--- config.mk ---
export PLATFORM = sky130hd
export DESIGN_NAME = frame_cache_replacement_policy
export DESIGN_NICKNAME = d
export VERILOG_FILES = /design/src/sv/fcrp_pkg.sv /design/src/sv/fcrp_key_ram.sv /design/src/sv/frame_cache_replacement_policy.sv
export VERILOG_INCLUDE_DIRS = /design/src /design/src/sv
export SDC_FILE = /design/constraint.sdc
export NUM_CORES = 1
export LEC_CHECK = 0
export ABC_AREA = 1
export BUFFER_PORTS_ARGS = -buffer_cell sky130_fd_sc_hd__buf_2
export CAP_MARGIN = 20
export CORE_MARGIN = 5
export CORE_UTILIZATION = 38
export CTS_CLUSTER_SIZE = 14
export DETAILED_ROUTE_END_ITERATION = 16
export PLACE_DENSITY = 0.63
export SLEW_MARGIN = 20
export SYNTH_ARGS = -nofsm -noshare
export SYNTH_HDL_FRONTEND = slang
export SYNTH_SLANG_ARGS = --single-unit
--- constraint.sdc ---
create_clock -name clk -period 6.71 [get_ports clk]
set_clock_uncertainty 0.15 [all_clocks]
set_input_delay 0.3355 -clock clk [delete_from_list [all_inputs] [get_ports clk]]
set_output_delay 0.3355 -clock clk [all_outputs]
set_load 0.1 [all_outputs]
--- src/sv/assert_macros.svh ---
// Assertion macros shared by the frame cache RTL; they expect clk and rst_n in scope.
`ifndef ASSERT_MACROS_SVH
`define ASSERT_MACROS_SVH

// Same-cycle implication, disabled during reset.
`define FCRP_ASSERT_IMP(lbl, ante, cons) \
  lbl: assert property (@(posedge clk) disable iff (!rst_n) (ante) |-> (cons)) \
    else $error("frame cache assertion failed");

// Next-cycle implication, disabled during reset.
`define FCRP_ASSERT_NXT(lbl, ante, cons) \
  lbl: assert property (@(posedge clk) disable iff (!rst_n) (ante) |=> (cons)) \
    else $error("frame cache assertion failed");

`endif

--- src/sv/fcrp_pkg.sv ---
// Types and constants of the frame cache replacement block.
package fcrp_pkg;

  localparam int KEY_WIDTH = 32;
  localparam int DEPTH_DEF = 16;
  localparam int CFG_W     = 5;
  localparam int CNT_OUT_W = 5;

  localparam logic [CFG_W-1:0] MAX_ENTRIES_RST = 5'd16;

  localparam logic [1:0] ST_HIT    = 2'd0;
  localparam logic [1:0] ST_INSERT = 2'd1;
  localparam logic [1:0] ST_NA     = 2'd2;

  typedef struct packed {
    logic [KEY_WIDTH-1:0] frame_key;
    logic                 source_available;
  } in_t;

  typedef struct packed {
    logic [1:0]           status;
    logic                 evicted;
    logic [KEY_WIDTH-1:0] evicted_key;
    logic [CNT_OUT_W-1:0] entry_count;
  } out_t;

endpackage

--- src/sv/fcrp_key_ram.sv ---
// Single-port-write, single-read key store with registered read data.
module fcrp_key_ram #(
  parameter int DEPTH = fcrp_pkg::DEPTH_DEF
) (
  input  logic                           clk,
  input  logic                           rd_en,
  input  logic [$clog2(DEPTH)-1:0]       rd_addr,
  output logic [fcrp_pkg::KEY_WIDTH-1:0] rd_data,
  input  logic                           wr_en,
  input  logic [$clog2(DEPTH)-1:0]       wr_addr,
  input  logic [fcrp_pkg::KEY_WIDTH-1:0] wr_data
);

  logic [fcrp_pkg::KEY_WIDTH-1:0] mem [DEPTH];
  logic [fcrp_pkg::KEY_WIDTH-1:0] rd_data_r;

  // Read returns the old contents on a same-address write.
  always_ff @(posedge clk) begin
    if (wr_en) begin
      mem[wr_addr] <= wr_data;
    end
    if (rd_en) begin
      rd_data_r <= mem[rd_addr];
    end
  end

  assign rd_data = rd_data_r;

endmodule

--- src/sv/frame_cache_replacement_policy.sv ---
// Top level of the frame cache replacement block: sequencer around the key store.
//
// Pulse start while busy is low to hand in one request; busy stays high until
// the result is out. Each request yields exactly one result beat on out_result,
// marked by a one-cycle out_strobe that cannot be held off, so capture it on
// that cycle. The keys sit in a RAM read one entry per cycle, and that read
// port sets the timing: a hit searches the list up to its position h, a miss
// with f entries cached searches the whole list, then moves each entry back one
// slot, and a miss with no data available searches the whole list only.
// Write cfg_wdata with cfg_we only while busy is low; max_entries of 0 acts as
// 1 and values above DEPTH act as DEPTH.
`include "assert_macros.svh"

module frame_cache_replacement_policy #(
  parameter int DEPTH = fcrp_pkg::DEPTH_DEF
) (
  input  logic                       clk,
  input  logic                       rst_n,
  input  logic                       start,
  output logic                       busy,
  input  fcrp_pkg::in_t              in_item,
  output logic                       out_strobe,
  output fcrp_pkg::out_t             out_result,
  input  logic                       cfg_we,
  input  logic [fcrp_pkg::CFG_W-1:0] cfg_wdata
);

  localparam int ADDR_W = $clog2(DEPTH);
  localparam int CNT_W  = $clog2(DEPTH + 1);
  localparam int CMP_W  = (CNT_W > fcrp_pkg::CFG_W) ? CNT_W : fcrp_pkg::CFG_W;
  localparam int KW     = fcrp_pkg::KEY_WIDTH;

  localparam logic [2:0] S_IDLE   = 3'd0;
  localparam logic [2:0] S_SEARCH = 3'd1;
  localparam logic [2:0] S_HIT_A  = 3'd2;
  localparam logic [2:0] S_HIT_B  = 3'd3;
  localparam logic [2:0] S_SHIFT  = 3'd4;

  logic [2:0]                 state_r, state_nxt;
  logic [KW-1:0]              key_r, key_nxt;
  logic                       avail_r, avail_nxt;
  logic [CNT_W-1:0]           idx_r, idx_nxt;
  logic                       cmp_vld_r, cmp_vld_nxt;
  logic [ADDR_W-1:0]          cmp_idx_r, cmp_idx_nxt;
  logic [ADDR_W-1:0]          hit_idx_r, hit_idx_nxt;
  logic [CNT_W-1:0]           fill_r, fill_nxt;
  logic [fcrp_pkg::CFG_W-1:0] max_r, max_nxt;
  logic [CNT_W-1:0]           src_cnt_r, src_cnt_nxt;
  logic                       mv_vld_r, mv_vld_nxt;
  logic [ADDR_W-1:0]          mv_dst_r, mv_dst_nxt;
  logic                       ev_r, ev_nxt;
  logic                       ev_cap_r, ev_cap_nxt;
  logic [KW-1:0]              ev_key_r, ev_key_nxt;
  logic                       out_strobe_r, out_strobe_nxt;
  fcrp_pkg::out_t             out_r, out_nxt;

  logic                       rd_en;
  logic [ADDR_W-1:0]          rd_addr;
  logic [KW-1:0]              rd_data;
  logic                       wr_en;
  logic [ADDR_W-1:0]          wr_addr;
  logic [KW-1:0]              wr_data;

  logic [CMP_W-1:0]           max_ext;
  logic [CMP_W-1:0]           eff_max;
  logic [CMP_W-1:0]           fill_ext;
  logic [CNT_W-1:0]           fill_m1;
  logic [CNT_W-1:0]           src_m1;
  logic                       hit_now;
  logic                       evict_now;
  logic [KW-1:0]              ev_key_cur;

  fcrp_key_ram #(
    .DEPTH (DEPTH)
  ) u_key_ram (
    .clk     (clk),
    .rd_en   (rd_en),
    .rd_addr (rd_addr),
    .rd_data (rd_data),
    .wr_en   (wr_en),
    .wr_addr (wr_addr),
    .wr_data (wr_data)
  );

  always_comb begin
    max_ext = CMP_W'(max_r);
    if (max_ext == '0) begin
      eff_max = CMP_W'(1);
    end else if (max_ext > CMP_W'(DEPTH)) begin
      eff_max = CMP_W'(DEPTH);
    end else begin
      eff_max = max_ext;
    end
  end

  assign fill_ext   = CMP_W'(fill_r);
  assign fill_m1    = fill_r - 1'b1;
  assign src_m1     = src_cnt_r - 1'b1;
  assign hit_now    = cmp_vld_r && (rd_data == key_r);
  assign evict_now  = (fill_ext >= eff_max) && (fill_r != '0);
  assign ev_key_cur = ev_cap_r ? rd_data : ev_key_r;

  always_comb begin
    state_nxt      = state_r;
    key_nxt        = key_r;
    avail_nxt      = avail_r;
    idx_nxt        = idx_r;
    cmp_vld_nxt    = cmp_vld_r;
    cmp_idx_nxt    = cmp_idx_r;
    hit_idx_nxt    = hit_idx_r;
    fill_nxt       = fill_r;
    max_nxt        = cfg_we ? cfg_wdata : max_r;
    src_cnt_nxt    = src_cnt_r;
    mv_vld_nxt     = mv_vld_r;
    mv_dst_nxt     = mv_dst_r;
    ev_nxt         = ev_r;
    ev_cap_nxt     = ev_cap_r;
    ev_key_nxt     = ev_key_r;
    out_strobe_nxt = 1'b0;
    out_nxt        = out_r;
    rd_en          = 1'b0;
    rd_addr        = '0;
    wr_en          = 1'b0;
    wr_addr        = '0;
    wr_data        = key_r;

    case (state_r)
      S_IDLE: begin
        if (start) begin
          key_nxt     = in_item.frame_key;
          avail_nxt   = in_item.source_available;
          idx_nxt     = '0;
          cmp_vld_nxt = 1'b0;
          ev_nxt      = 1'b0;
          ev_cap_nxt  = 1'b0;
          state_nxt   = S_SEARCH;
        end
      end
      S_SEARCH: begin
        if (hit_now) begin
          hit_idx_nxt = cmp_idx_r;
          state_nxt   = S_HIT_A;
        end else if (idx_r != fill_r) begin
          // Issue the next read; compare it in the following cycle.
          rd_en       = 1'b1;
          rd_addr     = idx_r[ADDR_W-1:0];
          cmp_vld_nxt = 1'b1;
          cmp_idx_nxt = idx_r[ADDR_W-1:0];
          idx_nxt     = idx_r + 1'b1;
        end else if (!avail_r) begin
          out_nxt.status      = fcrp_pkg::ST_NA;
          out_nxt.evicted     = 1'b0;
          out_nxt.evicted_key = '0;
          out_nxt.entry_count = fill_ext[fcrp_pkg::CNT_OUT_W-1:0];
          out_strobe_nxt      = 1'b1;
          state_nxt           = S_IDLE;
        end else begin
          ev_nxt     = evict_now;
          mv_vld_nxt = 1'b0;
          if (evict_now) begin
            // Fetch the back entry before the shift overwrites it.
            rd_en       = 1'b1;
            rd_addr     = fill_m1[ADDR_W-1:0];
            ev_cap_nxt  = 1'b1;
            src_cnt_nxt = fill_m1;
            fill_nxt    = fill_r;
          end else begin
            src_cnt_nxt = fill_r;
            fill_nxt    = fill_r + 1'b1;
          end
          state_nxt = S_SHIFT;
        end
      end
      S_HIT_A: begin
        // Read the old front and put the hit key there in the same cycle.
        rd_en     = 1'b1;
        rd_addr   = '0;
        wr_en     = 1'b1;
        wr_addr   = '0;
        wr_data   = key_r;
        state_nxt = S_HIT_B;
      end
      S_HIT_B: begin
        wr_en               = 1'b1;
        wr_addr             = hit_idx_r;
        wr_data             = rd_data;
        out_nxt.status      = fcrp_pkg::ST_HIT;
        out_nxt.evicted     = 1'b0;
        out_nxt.evicted_key = '0;
        out_nxt.entry_count = fill_ext[fcrp_pkg::CNT_OUT_W-1:0];
        out_strobe_nxt      = 1'b1;
        state_nxt           = S_IDLE;
      end
      S_SHIFT: begin
        ev_cap_nxt = 1'b0;
        ev_key_nxt = ev_key_cur;
        if (mv_vld_r) begin
          wr_en   = 1'b1;
          wr_addr = mv_dst_r;
          wr_data = rd_data;
        end
        if (src_cnt_r != '0) begin
          // Move entry src-1 back to slot src, back to front.
          rd_en       = 1'b1;
          rd_addr     = src_m1[ADDR_W-1:0];
          mv_vld_nxt  = 1'b1;
          mv_dst_nxt  = src_cnt_r[ADDR_W-1:0];
          src_cnt_nxt = src_m1;
        end else begin
          mv_vld_nxt = 1'b0;
          if (!mv_vld_r) begin
            wr_en               = 1'b1;
            wr_addr             = '0;
            wr_data             = key_r;
            out_nxt.status      = fcrp_pkg::ST_INSERT;
            out_nxt.evicted     = ev_r;
            out_nxt.evicted_key = ev_r ? ev_key_cur : '0;
            out_nxt.entry_count = fill_ext[fcrp_pkg::CNT_OUT_W-1:0];
            out_strobe_nxt      = 1'b1;
            state_nxt           = S_IDLE;
          end
        end
      end
      default: begin
        state_nxt = S_IDLE;
      end
    endcase
  end

  always_ff @(posedge clk) begin
    if (!rst_n) begin
      state_r      <= S_IDLE;
      fill_r       <= '0;
      max_r        <= fcrp_pkg::MAX_ENTRIES_RST;
      cmp_vld_r    <= 1'b0;
      mv_vld_r     <= 1'b0;
      ev_r         <= 1'b0;
      ev_cap_r     <= 1'b0;
      out_strobe_r <= 1'b0;
    end else begin
      state_r      <= state_nxt;
      fill_r       <= fill_nxt;
      max_r        <= max_nxt;
      cmp_vld_r    <= cmp_vld_nxt;
      mv_vld_r     <= mv_vld_nxt;
      ev_r         <= ev_nxt;
      ev_cap_r     <= ev_cap_nxt;
      out_strobe_r <= out_strobe_nxt;
    end
  end

  always_ff @(posedge clk) begin
    key_r     <= key_nxt;
    avail_r   <= avail_nxt;
    idx_r     <= idx_nxt;
    cmp_idx_r <= cmp_idx_nxt;
    hit_idx_r <= hit_idx_nxt;
    src_cnt_r <= src_cnt_nxt;
    mv_dst_r  <= mv_dst_nxt;
    ev_key_r  <= ev_key_nxt;
    out_r     <= out_nxt;
  end

  assign busy       = (state_r != S_IDLE);
  assign out_strobe = out_strobe_r;
  assign out_result = out_r;

  `FCRP_ASSERT_IMP(a_strobe_idle, out_strobe_r, state_r == S_IDLE)
  `FCRP_ASSERT_IMP(a_fill_bound, 1'b1, fill_r <= CNT_W'(DEPTH))
  `FCRP_ASSERT_NXT(a_accept_busy, start && !busy, busy)
  `FCRP_ASSERT_IMP(a_evict_insert, out_strobe_r && out_r.evicted,
                   out_r.status == fcrp_pkg::ST_INSERT)
  `FCRP_ASSERT_IMP(a_no_evict_key, out_strobe_r && !out_r.evicted, out_r.evicted_key == '0)

endmodule
==> flow_summary.json <==
{
  "status": "completed",
  "drv_slew": 0,
  "critical_path_arrival_ns": 4.68,
  "drtPass1Iterations": 6,
  "finalWeightedCongestion": 0.818,
  "drv_cap": 0,
  "ios": 84,
  "drive_gt1_share_pct": 9.30,
  "synth.top_cell.area_share_pct": 66.9,
  "fin_ws_ns": 2.24,
  "synth-seq-cells": 689,
  "drc": 0,
  "fill_cells": 7288,
  "antenna_found_initial": 2,
  "die_w_um": 291,
  "relSlewSlack_pct": 23.8,
  "grt_first_pass_wirelength_mm": 118,
  "synth-main-ff-cell": "edfxtp_1",
  "rsz0062_at_grt": "false",
  "gr-usage-all-layers_pct": 17.9,
  "fin_crit_ns": 4.47,
  "yosys.area.top_type": "edfxtp_1",
  "clk_latency_ns": 0.62,
  "synth_edf_count": 671,
  "fin_crit_sh_pct": 66.7,
  "synth_cell_types": 35,
  "root_buffer": "clkbuf_16",
  "crit_chain": "inv_1 -> ha_1 -> o21ai_0 -> nand2_1 -> nand2_1 -> nand2_1 -> nand2_1 -> inv_1 -> ha_1 -> nand2_1 -> nand2_1 -> nand2_1 -> inv_2 -> nand3_4 -> buf_4 -> buf_12 -> nand3_1 -> nand3_1 -> nand3_1 -> nand3_1 -> nand2_1",
  "setup_violations": 0,
  "nets": 2992,
  "grt_max_degree": 187,
  "cts_buffers": 74,
  "diodes": 0,
  "async_flop_share_pct": 0,
  "port_buffers": 83,
  "initial_core_util_pct": 38.2,
  "crit_path_end_kind": "flop",
  "multi_input_area_um2": 7250,
  "core.rowCount": 103,
  "fin_setup_tns_ns": 0,
  "grt_pass1_vias": 19235,
  "cts_setup_buffers": 0,
  "core_um2": 78700,
  "viasPerCell": 5.02,
  "clock_path_buffers": 3,
  "grt-ovfl-total": 0,
  "fmax_mhz": 224,
  "area_growth_pct": 15.0,
  "die_h_um": 291,
  "synth.top_cells.by_area": "edfxtp_1 67%, nand3_1 9.7%, nand2_1 6.6%, inv_1 6.1%, nand3b_1 2.4%",
  "syn_inst": 2813,
  "crit_top_cell": "nand2_1",
  "dr.first_iter.drc_count": 2154,
  "ant_nets": 0,
  "crit_slowest_cell": "buf_12",
  "cts_tree": "yes",
  "via_count": 20326,
  "cp_max_fo": 186,
  "ys_seq_area_share_pct": 68.1,
  "syn_nets": 2865,
  "power_mw": 9.63,
  "fp.dieArea_um2": 85000,
  "h-tree-depth": 3,
  "power_density_nw_per_um2": 278,
  "slowest_delay_ns": 0.74,
  "routedWlPerCell_um": 19.3,
  "cp.required_ns": 6.92,
  "post-dp-hpwl_mm": 41.6,
  "min_path_type": "reg -> reg",
  "regArea_um2": 20500,
  "totalWireLength_mm": 78.3,
  "synthesis.area_um2": 30100,
  "criticalPathCategory": "reg -> reg",
  "cp-start-kind": "flop",
  "avgSynthCellArea_um2": 10.7,
  "p_leak_nw": 13.7,
  "final_area_um2": 34600,
  "synth_warnings": 0,
  "finalHoldViolations": 0,
  "vdd_drop_max_mv": 0.147,
  "utilization_pct": 44.0,
  "worstMarginPinSlew_ns": 1.14,
  "dp_slack_ns": 2.27,
  "place_area_um2": 31900,
  "clk_pin_slew_worst_paths_ns": 0.06,
  "numClockSinks": 689
}
[Yosys cell counts, types with 2 or more instances]
master / instances
a21oi_1: 20
nand3b_1: 98
ha_1: 10
nand2_2: 2
nor3_1: 6
o21ai_1: 2
and3_1: 2
o22ai_1: 7
nand3_2: 2
nor2_1: 100
xor2_1: 9
dfxtp_1: 18
nand3_1: 585
inv_2: 6
inv_1: 487
edfxtp_1: 671
buf_4: 3
xnor2_1: 10
nand2_1: 530
clkbuf_1: 57
buf_2: 85
buf_1: 2
o21ai_0: 89
[path summary, 6_finish.rpt]
check                                 from                              to  slack (ns)  cells past startpoint
setup / recovery  fill_ext[0]$_SDFFE_PN0P_  u_key_ram.rd_data[3]$_DFFE_PP_        2.24                     21
hold / removal      cmp_idx_r[0]$_DFFE_PP_          hit_idx_r[0]$_DFFE_PP_        0.28                      0
setup reg to reg  fill_ext[0]$_SDFFE_PN0P_  u_key_ram.rd_data[3]$_DFFE_PP_        2.24                     21
hold reg to reg     cmp_idx_r[0]$_DFFE_PP_          hit_idx_r[0]$_DFFE_PP_        0.28                      0
[metrics by stage]
step	hold WS [ns]	cells
after floorplan	0.250	2813
after global placement	0.263	3861
after detailed placement	0.274	3863
after CTS	0.247	4048
after global routing	0.281	4049
final	0.275	4049
[placed cells by master (no fill, tap or decap), types with 3 or more instances in the layout]
cell             n
xor2_1           9
nor2_1          84
o22ai_1          7
buf_12           5
dfxtp_1         17
clkbuf_1        25
o21ai_1          5
nand3b_1        98
edfxtp_1       671
ha_1            10
xnor2_1         10
clkinv_2         7
nor3_1           6
nand2_2          3
inv_1          484
dlygate4sd3_1   50
nand2_1        527
clkbuf_16       75
nor2_4          16
buf_4           60
clkinv_1        19
a21oi_1         20
buf_2           83
nand3_1        584
inv_6            5
inv_2            7
o21ai_0         85
[where the power goes]
| part | internal, mW | switching [mW] |
|---|---|---|
| clock | 2.12 | 1.65 |
| sequential | 4.83 | 0.0594 |
| combinational | 0.278 | 0.683 |
[area by class of cell]
type | instances | area share (%)
clock buffers | 101 | 5.73
clock inverters | 34 | 0.625
inverters | 494 | 5.36
multi-input cells | 1482 | 20.9
flip-flops and latches | 689 | 59.2
well taps | 1050 | 3.79
repair buffers | 199 | 4.31
[repair_timing]
item,4_1_cts,5_1_grt
hold buffers,50,0
gates resized for setup,0,0
endpoints found under the hold margin,44,0
[state kept, by name, summed over array words and instances (netlist names)]
signal and cells:
hit_idx_r 4, out_strobe 1, ev_r 1, ev_key_r 32
max_ext 5, cmp_vld_r 1, src_cnt_r 5, avail_r 1
ev_cap_r 1, idx_r 5, cmp_idx_r 4, key_r 32
u_key_ram.mem 512, mv_vld_r 1, state_r 3, u_key_ram.rd_data 32
fill_ext 5, mv_dst_r 4, out_result 40
[logic make-up after synthesis]
kind of cell             share of synthesized area [%]
flip-flops                                        68.1
AO/OA/AOI/OAI                                     2.14
adder cells (fa/ha/maj)                          0.416
XOR/XNOR                                         0.553
buffers and inverters                             8.42
AND/OR/NAND/NOR                                   20.4
[metal layers]
metal	GRT usage [%]	routed length, um
met4	5.51	1880
met2	27.9	35200
met3	3.15	6610
met5	0	13
met1	25.9	34600
[critical path, delay by kind of cell, from the launching register on]
family | cells | cell delay [ns]
DFF | 1 | 0.37
and+or+nand+nor | 13 | 1.22
buffers and inverters | 5 | 1.70
AOI/OAI and AO/OA | 1 | 0.15
adders and majority gates | 2 | 0.52
No activity file was read; power rests on OpenSTA's default activity.
